### config.mk
export PLATFORM = sky130hd
export DESIGN_NAME = gyro_zero_crossing_wag_detector_flat
export DESIGN_NICKNAME = d
export VERILOG_FILES = /design/src/hdl/gzc_pkg.sv /design/src/hdl/gzc_if.sv /design/src/hdl/gzc_ram.sv /design/src/hdl/gzc_div.sv /design/src/hdl/gzc_cfg.sv /design/src/hdl/gyro_zero_crossing_wag_detector.sv /design/src/flat_wrapper.sv
export SDC_FILE = /design/constraint.sdc
export NUM_CORES = 2
export LEC_CHECK = 0
export BUFFER_PORTS_ARGS = -buffer_cell sky130_fd_sc_hd__buf_2
export CAP_MARGIN = 20
export CORE_ASPECT_RATIO = 1.75
export CORE_MARGIN = 2
export CORE_UTILIZATION = 45
export DETAILED_ROUTE_END_ITERATION = 6
export GPL_ROUTABILITY_DRIVEN = 0
export SLEW_MARGIN = 20
export SYNTH_ARGS = -nofsm -noshare
export SYNTH_HDL_FRONTEND = slang
export SYNTH_SLANG_ARGS = --single-unit
### constraint.sdc
create_clock -name i_clk -period 6.1 [get_ports i_clk]
set_input_delay 0 -clock i_clk [delete_from_list [all_inputs] [get_ports i_clk]]
set_output_delay 0 -clock i_clk [all_outputs]
set_load 0.01 [all_outputs]
### src/hdl/gzc_pkg.sv
package gzc_pkg;

    // window geometry
    localparam int DEPTH    = 64;
    localparam int MIN_FILL = 10;
    localparam int PTR_W    = $clog2(DEPTH);
    localparam int CNT_W    = $clog2(DEPTH + 1);
    localparam int START_W  = CNT_W + 1;

    // field widths
    localparam int SAMPLE_W = 16;
    localparam int PEAK_W   = 16;
    localparam int AMP_W    = 15;
    localparam int FREQ_W   = 16;

    // frequency scale: 100 samples per second, two crossings per period, mHz
    localparam int FREQ_SCALE = 50000;
    localparam int SCALE_W    = 16;
    localparam int NUM_W      = CNT_W + SCALE_W;
    localparam int DIV_CNT_W  = $clog2(NUM_W + 1);

    // configuration port
    localparam int APB_DATA_W = 32;
    localparam int APB_ADDR_W = 4;

    typedef logic [1:0] t_reg_idx;
    localparam t_reg_idx REG_MIN_AMP  = 2'd0;
    localparam t_reg_idx REG_MIN_FREQ = 2'd1;
    localparam t_reg_idx REG_MAX_FREQ = 2'd2;

    // register reset values
    localparam logic [AMP_W-1:0]  RST_MIN_AMP  = AMP_W'(800);
    localparam logic [FREQ_W-1:0] RST_MIN_FREQ = FREQ_W'(2000);
    localparam logic [FREQ_W-1:0] RST_MAX_FREQ = FREQ_W'(15000);

    // configuration bundle handed to the datapath
    typedef struct packed {
        logic [AMP_W-1:0]  min_amplitude;
        logic [FREQ_W-1:0] min_freq_mhz;
        logic [FREQ_W-1:0] max_freq_mhz;
    } t_cfg;

endpackage

### src/hdl/gzc_if.sv
// input item channel
interface gzc_in_if;
    logic                                  valid;
    logic                                  ready;
    logic signed [gzc_pkg::SAMPLE_W-1:0]   gyro_z_sample;

    modport source (output valid, output gyro_z_sample, input ready);
    modport sink   (input valid, input gyro_z_sample, output ready);
endinterface

// result item channel
interface gzc_out_if;
    logic                                  valid;
    logic                                  ready;
    logic [gzc_pkg::FREQ_W-1:0]            wag_freq_mhz;

    modport source (output valid, output wag_freq_mhz, input ready);
    modport sink   (input valid, input wag_freq_mhz, output ready);
endinterface

### src/hdl/gzc_ram.sv
module gzc_ram #(
    parameter int DEPTH = 64,
    parameter int WIDTH = 16
) (
    input  logic                     i_clk,
    input  logic                     i_we,
    input  logic [$clog2(DEPTH)-1:0] i_waddr,
    input  logic [WIDTH-1:0]         i_wdata,
    input  logic                     i_re,
    input  logic [$clog2(DEPTH)-1:0] i_raddr,
    output logic [WIDTH-1:0]         o_rdata
);

    logic [WIDTH-1:0] r_mem [DEPTH];
    logic [WIDTH-1:0] r_rdata;

    // write port
    always_ff @(posedge i_clk) begin
        if (i_we) begin
            r_mem[i_waddr] <= i_wdata;
        end
    end

    // registered read port
    always_ff @(posedge i_clk) begin
        if (i_re) begin
            r_rdata <= r_mem[i_raddr];
        end
    end

    assign o_rdata = r_rdata;

endmodule

### src/hdl/gzc_div.sv
module gzc_div (
    input  logic                        i_clk,
    input  logic                        i_rst_n,
    input  logic                        i_start,
    input  logic [gzc_pkg::NUM_W-1:0]   i_num,
    input  logic [gzc_pkg::CNT_W-1:0]   i_den,
    output logic                        o_done,
    output logic [gzc_pkg::NUM_W-1:0]   o_quot
);

    logic                            r_busy, n_busy;
    logic                            r_done, n_done;
    logic [gzc_pkg::DIV_CNT_W-1:0]   r_cnt, n_cnt;
    logic [gzc_pkg::CNT_W-1:0]       r_rem, n_rem;
    logic [gzc_pkg::NUM_W-1:0]       r_quo, n_quo;
    logic [gzc_pkg::CNT_W:0]         trial;
    logic                            fits;

    // one restoring step per cycle, dividend shifts out as quotient shifts in
    always_comb begin
        trial  = {r_rem, r_quo[gzc_pkg::NUM_W-1]};
        fits   = (trial >= {1'b0, i_den});
        n_busy = r_busy;
        n_done = 1'b0;
        n_cnt  = r_cnt;
        n_rem  = r_rem;
        n_quo  = r_quo;
        if (i_start) begin
            n_busy = 1'b1;
            n_cnt  = '0;
            n_rem  = '0;
            n_quo  = i_num;
        end else if (r_busy) begin
            n_rem = fits ? gzc_pkg::CNT_W'(trial - {1'b0, i_den})
                         : trial[gzc_pkg::CNT_W-1:0];
            n_quo = {r_quo[gzc_pkg::NUM_W-2:0], fits};
            n_cnt = r_cnt + 1'b1;
            if (r_cnt == gzc_pkg::DIV_CNT_W'(gzc_pkg::NUM_W - 1)) begin
                n_busy = 1'b0;
                n_done = 1'b1;
            end
        end
    end

    // control state
    always_ff @(posedge i_clk) begin
        if (!i_rst_n) begin
            r_busy <= 1'b0;
            r_done <= 1'b0;
            r_cnt  <= '0;
        end else begin
            r_busy <= n_busy;
            r_done <= n_done;
            r_cnt  <= n_cnt;
        end
    end

    // datapath
    always_ff @(posedge i_clk) begin
        r_rem <= n_rem;
        r_quo <= n_quo;
    end

    assign o_done = r_done;
    assign o_quot = r_quo;

endmodule

### src/hdl/gzc_cfg.sv
module gzc_cfg (
    input  logic                              i_clk,
    input  logic                              i_rst_n,
    input  logic                              i_psel,
    input  logic                              i_penable,
    input  logic                              i_pwrite,
    input  logic [gzc_pkg::APB_ADDR_W-1:0]    i_paddr,
    input  logic [gzc_pkg::APB_DATA_W-1:0]    i_pwdata,
    output logic [gzc_pkg::APB_DATA_W-1:0]    o_prdata,
    output logic                              o_pready,
    output gzc_pkg::t_cfg                     o_cfg
);

    gzc_pkg::t_cfg     r_cfg;
    gzc_pkg::t_reg_idx reg_idx;
    logic              wr_en;

    assign reg_idx  = i_paddr[3:2];
    assign wr_en    = i_psel && i_penable && i_pwrite;
    assign o_pready = 1'b1;

    // register writes, unknown index ignored
    always_ff @(posedge i_clk) begin
        if (!i_rst_n) begin
            r_cfg.min_amplitude <= gzc_pkg::RST_MIN_AMP;
            r_cfg.min_freq_mhz  <= gzc_pkg::RST_MIN_FREQ;
            r_cfg.max_freq_mhz  <= gzc_pkg::RST_MAX_FREQ;
        end else if (wr_en) begin
            unique case (reg_idx)
                gzc_pkg::REG_MIN_AMP: begin
                    r_cfg.min_amplitude <= i_pwdata[gzc_pkg::AMP_W-1:0];
                end
                gzc_pkg::REG_MIN_FREQ: begin
                    r_cfg.min_freq_mhz <= i_pwdata[gzc_pkg::FREQ_W-1:0];
                end
                gzc_pkg::REG_MAX_FREQ: begin
                    r_cfg.max_freq_mhz <= i_pwdata[gzc_pkg::FREQ_W-1:0];
                end
                default: begin
                end
            endcase
        end
    end

    // read mux
    always_comb begin
        unique case (reg_idx)
            gzc_pkg::REG_MIN_AMP:  o_prdata = gzc_pkg::APB_DATA_W'(r_cfg.min_amplitude);
            gzc_pkg::REG_MIN_FREQ: o_prdata = gzc_pkg::APB_DATA_W'(r_cfg.min_freq_mhz);
            gzc_pkg::REG_MAX_FREQ: o_prdata = gzc_pkg::APB_DATA_W'(r_cfg.max_freq_mhz);
            default:               o_prdata = '0;
        endcase
    end

    assign o_cfg = r_cfg;

endmodule

### src/hdl/gyro_zero_crossing_wag_detector.sv
// channel   | dir | handshake      | payload
// i_sample  | in  | valid / ready  | gyro_z_sample, signed 16 bit
// o_freq    | out | valid / ready  | wag_freq_mhz, unsigned 16 bit
// apb       | in  | psel / penable | three config registers at 0x0, 0x4, 0x8
//
// while the window holds fewer than MIN_FILL samples an item gives a zero
// result without a walk or divide; otherwise it takes one ram read per held
// sample, then a 23-step serial divide by the fill count
// the ring buffer needs no clearing pass: only written entries are ever read
// reset is synchronous, active low; a finished result waits in an output
// register and a new item is taken meanwhile; only the next result stalls
module gyro_zero_crossing_wag_detector (
    input  logic                              i_clk,
    input  logic                              i_rst_n,
    gzc_in_if.sink                            i_sample,
    gzc_out_if.source                         o_freq,
    input  logic                              i_psel,
    input  logic                              i_penable,
    input  logic                              i_pwrite,
    input  logic [gzc_pkg::APB_ADDR_W-1:0]    i_paddr,
    input  logic [gzc_pkg::APB_DATA_W-1:0]    i_pwdata,
    output logic [gzc_pkg::APB_DATA_W-1:0]    o_prdata,
    output logic                              o_pready
);

    typedef enum logic [4:0] {
        S_IDLE = 5'b00001,
        S_WALK = 5'b00010,
        S_MUL  = 5'b00100,
        S_DIV  = 5'b01000,
        S_DONE = 5'b10000
    } t_state;

    t_state                          r_state, n_state;
    gzc_pkg::t_cfg                   cfg;

    logic [gzc_pkg::PTR_W-1:0]       r_wp, n_wp;
    logic [gzc_pkg::CNT_W-1:0]       r_fill, n_fill;
    logic [gzc_pkg::PTR_W-1:0]       r_addr, n_addr;
    logic [gzc_pkg::CNT_W-1:0]       r_iss, n_iss;
    logic [gzc_pkg::CNT_W-1:0]       r_proc, n_proc;
    logic                            r_rv;
    logic [gzc_pkg::PEAK_W-1:0]      r_peak, n_peak;
    logic                            r_prev_pos, n_prev_pos;
    logic                            r_prev_neg, n_prev_neg;
    logic [gzc_pkg::CNT_W-1:0]       r_cross, n_cross;
    logic [gzc_pkg::NUM_W-1:0]       r_num, n_num;
    logic                            r_div_start, n_div_start;
    logic [gzc_pkg::FREQ_W-1:0]      r_res, n_res;
    logic                            r_ov, n_ov;
    logic [gzc_pkg::FREQ_W-1:0]      r_out, n_out;

    logic                            accept;
    logic                            issue;
    logic [gzc_pkg::START_W-1:0]     start_sum;
    logic [gzc_pkg::PTR_W-1:0]       start;
    logic [gzc_pkg::SAMPLE_W-1:0]    rdata;
    logic [gzc_pkg::SAMPLE_W:0]      mag;
    logic                            smp_pos, smp_neg;
    logic                            div_done;
    logic [gzc_pkg::NUM_W-1:0]       quot;
    logic                            qualifies;

    // configuration registers
    gzc_cfg u_cfg (
        .i_clk     (i_clk),
        .i_rst_n   (i_rst_n),
        .i_psel    (i_psel),
        .i_penable (i_penable),
        .i_pwrite  (i_pwrite),
        .i_paddr   (i_paddr),
        .i_pwdata  (i_pwdata),
        .o_prdata  (o_prdata),
        .o_pready  (o_pready),
        .o_cfg     (cfg)
    );

    // sample ring buffer
    gzc_ram #(
        .DEPTH (gzc_pkg::DEPTH),
        .WIDTH (gzc_pkg::SAMPLE_W)
    ) u_ram (
        .i_clk   (i_clk),
        .i_we    (accept),
        .i_waddr (r_wp),
        .i_wdata (i_sample.gyro_z_sample),
        .i_re    (issue),
        .i_raddr (r_addr),
        .o_rdata (rdata)
    );

    // crossings * scale / fill
    gzc_div u_div (
        .i_clk   (i_clk),
        .i_rst_n (i_rst_n),
        .i_start (r_div_start),
        .i_num   (r_num),
        .i_den   (r_fill),
        .o_done  (div_done),
        .o_quot  (quot)
    );

    assign i_sample.ready = (r_state == S_IDLE);
    assign accept         = i_sample.valid && i_sample.ready;
    assign issue          = (r_state == S_WALK) && (r_iss < r_fill);

    // pointer and fill after this item, oldest entry of the window
    always_comb begin
        n_wp   = (r_wp == gzc_pkg::PTR_W'(gzc_pkg::DEPTH - 1)) ? '0 : r_wp + 1'b1;
        n_fill = (r_fill < gzc_pkg::CNT_W'(gzc_pkg::DEPTH)) ? r_fill + 1'b1 : r_fill;
        start_sum = gzc_pkg::START_W'(n_wp) + gzc_pkg::START_W'(gzc_pkg::DEPTH)
                  - gzc_pkg::START_W'(n_fill);
        if (start_sum >= gzc_pkg::START_W'(gzc_pkg::DEPTH)) begin
            start = gzc_pkg::PTR_W'(start_sum - gzc_pkg::START_W'(gzc_pkg::DEPTH));
        end else begin
            start = gzc_pkg::PTR_W'(start_sum);
        end
    end

    // magnitude and sign of the sample coming back from the ram
    assign mag     = rdata[gzc_pkg::SAMPLE_W-1]
                   ? (gzc_pkg::SAMPLE_W+1)'(-$signed({rdata[gzc_pkg::SAMPLE_W-1], rdata}))
                   : {1'b0, rdata};
    assign smp_neg = rdata[gzc_pkg::SAMPLE_W-1];
    assign smp_pos = !rdata[gzc_pkg::SAMPLE_W-1] && (rdata != '0);

    // final range and amplitude test
    assign qualifies = (r_peak > gzc_pkg::PEAK_W'(cfg.min_amplitude))
                    && (quot >= gzc_pkg::NUM_W'(cfg.min_freq_mhz))
                    && (quot <= gzc_pkg::NUM_W'(cfg.max_freq_mhz));

    // sequencer: write, walk, scale, divide, hand over; short window: zero
    always_comb begin
        n_state     = r_state;
        n_addr      = r_addr;
        n_iss       = r_iss;
        n_proc      = r_proc;
        n_peak      = r_peak;
        n_prev_pos  = r_prev_pos;
        n_prev_neg  = r_prev_neg;
        n_cross     = r_cross;
        n_num       = r_num;
        n_div_start = 1'b0;
        n_res       = r_res;
        n_ov        = r_ov;
        n_out       = r_out;

        if (o_freq.valid && o_freq.ready) begin
            n_ov = 1'b0;
        end

        if (issue) begin
            n_iss  = r_iss + 1'b1;
            n_addr = (r_addr == gzc_pkg::PTR_W'(gzc_pkg::DEPTH - 1)) ? '0
                                                                    : r_addr + 1'b1;
        end

        unique case (r_state)
            S_IDLE: begin
                if (accept) begin
                    n_addr     = start;
                    n_iss      = '0;
                    n_proc     = '0;
                    n_peak     = '0;
                    n_prev_pos = 1'b0;
                    n_prev_neg = 1'b0;
                    n_cross    = '0;
                    n_res      = '0;
                    if (32'(n_fill) < gzc_pkg::MIN_FILL) begin
                        n_state = S_DONE;
                    end else begin
                        n_state = S_WALK;
                    end
                end
            end
            S_WALK: begin
                if (r_rv) begin
                    if (gzc_pkg::PEAK_W'(mag) > r_peak) begin
                        n_peak = gzc_pkg::PEAK_W'(mag);
                    end
                    if ((smp_pos && r_prev_neg) || (smp_neg && r_prev_pos)) begin
                        n_cross = r_cross + 1'b1;
                    end
                    n_prev_pos = smp_pos;
                    n_prev_neg = smp_neg;
                    n_proc     = r_proc + 1'b1;
                    if (r_proc == r_fill - 1'b1) begin
                        n_state = S_MUL;
                    end
                end
            end
            S_MUL: begin
                n_num       = gzc_pkg::NUM_W'(r_cross)
                            * gzc_pkg::NUM_W'(gzc_pkg::FREQ_SCALE);
                n_div_start = 1'b1;
                n_state     = S_DIV;
            end
            S_DIV: begin
                if (div_done) begin
                    n_res   = qualifies ? quot[gzc_pkg::FREQ_W-1:0] : '0;
                    n_state = S_DONE;
                end
            end
            S_DONE: begin
                if (!r_ov || o_freq.ready) begin
                    n_out   = r_res;
                    n_ov    = 1'b1;
                    n_state = S_IDLE;
                end
            end
            default: begin
                n_state = S_IDLE;
            end
        endcase
    end

    // control state
    always_ff @(posedge i_clk) begin
        if (!i_rst_n) begin
            r_state     <= S_IDLE;
            r_wp        <= '0;
            r_fill      <= '0;
            r_iss       <= '0;
            r_proc      <= '0;
            r_rv        <= 1'b0;
            r_div_start <= 1'b0;
            r_ov        <= 1'b0;
        end else begin
            r_state     <= n_state;
            r_iss       <= n_iss;
            r_proc      <= n_proc;
            r_rv        <= issue;
            r_div_start <= n_div_start;
            r_ov        <= n_ov;
            if (accept) begin
                r_wp   <= n_wp;
                r_fill <= n_fill;
            end
        end
    end

    // datapath registers
    always_ff @(posedge i_clk) begin
        r_addr     <= n_addr;
        r_peak     <= n_peak;
        r_prev_pos <= n_prev_pos;
        r_prev_neg <= n_prev_neg;
        r_cross    <= n_cross;
        r_num      <= n_num;
        r_res      <= n_res;
        r_out      <= n_out;
    end

    assign o_freq.valid        = r_ov;
    assign o_freq.wag_freq_mhz = r_out;

`ifndef ASSERT_OFF
    a_fill_bound: assert property (@(posedge i_clk) disable iff (!i_rst_n)
        r_fill <= gzc_pkg::CNT_W'(gzc_pkg::DEPTH))
        else $error("fill count beyond window depth");

    a_walk_bound: assert property (@(posedge i_clk) disable iff (!i_rst_n)
        (r_state == S_WALK) |-> (r_iss <= r_fill) && (r_proc <= r_iss))
        else $error("window walk read past the held samples");

    a_out_load: assert property (@(posedge i_clk) disable iff (!i_rst_n)
        $rose(r_ov) |-> $past(r_state == S_DONE))
        else $error("result shown without finishing an item");

    a_div_idle: assert property (@(posedge i_clk) disable iff (!i_rst_n)
        div_done |-> (r_state == S_DIV))
        else $error("divider finished outside the divide step");
`endif

endmodule
### src/flat_wrapper.sv
// flat-port wrapper written by rule: the top's interface ports become plain ports
module gyro_zero_crossing_wag_detector_flat 
  (i_clk, i_rst_n, i_psel, i_penable, i_pwrite, i_paddr, i_pwdata, o_prdata, o_pready, i_sample_valid, i_sample_gyro_z_sample, i_sample_ready, o_freq_valid, o_freq_wag_freq_mhz, o_freq_ready);
  gzc_in_if i_sample_i ();
  gzc_out_if o_freq_i ();
  input  logic i_clk;
  input  logic i_rst_n;
  input  logic i_psel;
  input  logic i_penable;
  input  logic i_pwrite;
  input  logic [gzc_pkg::APB_ADDR_W-1:0] i_paddr;
  input  logic [gzc_pkg::APB_DATA_W-1:0] i_pwdata;
  output logic [gzc_pkg::APB_DATA_W-1:0] o_prdata;
  output logic o_pready;
  input wire logic [$bits(i_sample_i.valid)-1:0] i_sample_valid;
  input wire logic [$bits(i_sample_i.gyro_z_sample)-1:0] i_sample_gyro_z_sample;
  output wire logic [$bits(i_sample_i.ready)-1:0] i_sample_ready;
  output wire logic [$bits(o_freq_i.valid)-1:0] o_freq_valid;
  output wire logic [$bits(o_freq_i.wag_freq_mhz)-1:0] o_freq_wag_freq_mhz;
  input wire logic [$bits(o_freq_i.ready)-1:0] o_freq_ready;
  assign i_sample_i.valid = i_sample_valid;
  assign i_sample_i.gyro_z_sample = i_sample_gyro_z_sample;
  assign i_sample_ready = i_sample_i.ready;
  assign o_freq_valid = o_freq_i.valid;
  assign o_freq_wag_freq_mhz = o_freq_i.wag_freq_mhz;
  assign o_freq_i.ready = o_freq_ready;
  gyro_zero_crossing_wag_detector u_core (.i_clk(i_clk), .i_rst_n(i_rst_n), .i_sample(i_sample_i), .o_freq(o_freq_i), .i_psel(i_psel), .i_penable(i_penable), .i_pwrite(i_pwrite), .i_paddr(i_paddr), .i_pwdata(i_pwdata), .o_prdata(o_prdata), .o_pready(o_pready));
endmodule
==> results by group <==
Status
  – Status: complete, no violations

Detailed routing
  – Detailed Route WL: roughly 130 mm
  – Starting DRT DRC Count: 2,514
  – DRT antenna net count: 0
  – Length of the first detailed-routing pass in iterations: 7
  – Drt via density: 5.784
  – # DRC: 0
  – Via count: about 27k
  – WL/cell: about 27 um

Placement
  – Placed Cells: between 4k and 5k
  – HPWL after DPL: a little under 80 mm
  – Placement Setup Slack: ~2.2 ns
  – Placed Area: 54,520 um^2
  – IO buf count: between 70 and 80

Layout
  – Sequential cell area: ~36,000 um^2
  – # fillers: about 9.3k
  – Share of cells above drive strength 1: 0.2140
  – Area of the multi-input gates: roughly 15,000 um^2
  – Final net count: around 3.3k
  – Synth-to-Final Area Change: 12.05%
  – Final Cell Area: about 58,000 um^2
  – Fin util: 0.5070
  – Non-filler cells, final: between 4k and 5k

Clock tree
  – H-Tree Depth: 3
  – Worst-Skew Late Latency: around 0.71 ns
  – Clock root buffer: clkbuf_16
  – Cts bufs inserted: 107
  – Max Root-Sink Buffers: 3
  – Resized cells post-CTS: 0
  – CTS clock-pin slew for the worst setup and hold paths: 0.07 ns
  – CTS tree: yes
  – Clock Sinks: around 1.2k

Power and ir drop
  – Power density cells: around 380 nW/um^2
  – Max IR drop VDD: 0.3756 mV
  – Lkg Pwr: about 0.019 uW

Critical path
  – Crit end category: flip-flop
  – Crit Path Class: flip-flop to flip-flop
  – Critical path's slowest cell: fa_1
  – CP peak stage delay: between 0.5 and 0.6 ns
  – Most used cell, CP: ha_1
  – Worst path required time: between 6 and 7 ns
  – Cell family with most CP delay: adder cells
  – Buf+Inv Stages, Crit Path: 0
  – CP Cell Sequence: ha_1 > fa_1 > fa_1 > ha_1 > ha_1 > o21ai_0 > o211ai_1 > a31oi_1 > o31ai_1 > a21oi_1 > xnor2_1
  – Crit path launch type: flip-flop
  – Top fanout value on the critical path: 5
  – Crit path DAT: 4.41 ns

Timing
  – Setup violations, final: 0
  – Fmax: roughly 250 MHz
  – Final hold violations: 0
  – RSZ-0062 raised after global routing: false
  – Final slew viol count: 0
  – Slew Limit Headroom: 0.2745
  – Worst Tran Pin Value: around 1.1 ns
  – Final setup margin: ~2.1 ns
  – Post-layout min period: slightly below 4 ns
  – Setup Skew: 0.02744 ns
  – Post-Route Setup TNS: 0 ns
  – Tcrit/Tclk final: 0.6508

Global routing
  – GRT overflow: 0
  – Vias in the first global route: approximately 29k
  – Largest net degree at the start of global routing: approximately 130
  – Global-route wire length before repair: 187.2 mm
  – GRT Total Usage: 0.2177
  – Initial antenna violation count: 1

Synthesis
  – Synth top area share: 0.6562
  – Cells after Synth: roughly 3k
  – Post-synth EDFFs: 1,139
  – Synth cell types: 76
  – Top-count cell post-synth: edfxtp_1
  – Post-synthesis cell area: 52,130 um^2
  – Share of synthesized flip-flops with an asynchronous set or reset: 0
  – Mean post-synth cell area: about 18 um^2
  – Cell type with the highest aggregate area in the netlist: edfxtp_1
  – Yosys warns: 0
  – Top_reg_cell synth: edfxtp_1
  – Largest cells by area after synthesis: edfxtp_1 66%, mux4_2 13%, dfxtp_1 3.9%, ha_1 3.4%, nand2_1 1.2%
  – Commonest cells post-synth: 1,139 x edfxtp_1, 300 x mux4_2, 161 x nand2_1, 142 x ha_1, 138 x nor2_1
  – Register area share after synthesis: 0.6953
  – Synth Register Bits: approximately 1.2k

Hold path
  – Min-Delay Path Class: primary input to flip-flop

Floorplan
  – Placeable Area: roughly 120,000 um^2
  – Initial Util: 0.4525
  – Horiz. Die Dim: 261.3 um
  – Row Count: about 170
  – Die height: roughly 450 um
  – DIE AREA: roughly 120,000 um^2
  – Ports: 110

Flow run
  – MaxCap Viol Count: 0
layout make-up:
type,count,area share
antenna,3,0.0001285
multi-input combinational,1436,0.2533
tap,1503,0.03220
clock inverter,56,0.008654
sequential,1241,0.6208
inverter,100,0.006426
clock buffer,141,0.04983
timing repair buffer,222,0.02870
where the power goes:
part / switching (uW) / internal, uW
registers: 378 / 9500
logic: 3010 / 2730
clock network: 3020 / 3730
total: 6400 / 16000
cell usage in the layout (no fill, tap or decap), types with 39 or more instances in the layout:
cell and n:
a21oi_1 79, buf_2 66, buf_4 106, clkbuf_16 111, dfxtp_1 97, dlygate4sd3_1 45
edfxtp_1 1139, ha_1 142, inv_1 99, mux2_2 41, mux2i_1 39, mux4_2 300
nand2_1 161, nor2_1 138, nor2b_1 39, o21ai_0 60, xnor2_1 46
tightest hold or removal path: stages:
cell,delay (ns)
dlygate4sd3_1,0.52
buf_2,0.12
nand2_1,0.05
o211ai_1,0.08
per-layer routing:
metal / track usage / share of wire / vias to the layer above
li1: - / - / 11962
met2: 0.4060 / 0.55 / 832
met4: 0.1100 / 0.052 / 0
met3: 0.02655 / 0.044 / 257
met1: 0.2413 / 0.36 / 14147
met5: 0 / 0 / -
cells by family after synthesis:
group / share of synthesized area
DFF: 0.6953
and+or+nand+nor: 0.04806
muxes: 0.1460
AOI/OAI and AO/OA: 0.03809
buffers and inverters: 0.02211
adders and majority gates: 0.03754
xor gates and xnor gates: 0.01277
other: 0.0001441
timing repair:
item / 4_1_cts / 5_1_grt
hold endpoints to repair: 348 / 512
endpoints found under the setup margin: 0 / 0
hold buffers: 37 / 8
setup buffers: 0 / 0
registers in the layout (all words and copies together), names as in the netlist, 16 cells and up:
register,cells
u_core.u_cfg.o_cfg,47
u_core.r_num,19
u_core.r_res,16
u_core.o_freq.wag_freq_mhz,16
u_core.u_div.o_quot,23
u_core.u_ram.o_rdata,16
u_core.u_ram.r_mem,1024
u_core.r_peak,16
final timing paths:
path	to	startpoint	cells past startpoint	slack, ns
min	u_core.u_cfg.o_cfg[26]$_SDFFE_PN1P_	i_pwdata[10]	4	0.09
min reg2reg	u_core.o_freq.wag_freq_mhz[3]$_DFFE_PP_	u_core.r_res[3]$_SDFFCE_PN0P_	0	0.42
max reg2reg	u_core.r_num[21]$_DFFE_PP_	u_core.r_cross[2]$_SDFFCE_PN0P_	11	2.13
max	u_core.r_num[21]$_DFFE_PP_	u_core.r_cross[2]$_SDFFCE_PN0P_	11	2.13
per-stage QoR:
step                      power [uW]  hold slack [ns]
after floorplan                14000          0.09887
after global placement         15780           0.2581
after detailed placement       15860           0.2692
after CTS                      22610          0.04578
after global routing           23210           0.1000
final                          22370          0.08852
(Power assumes the default switching activity.)
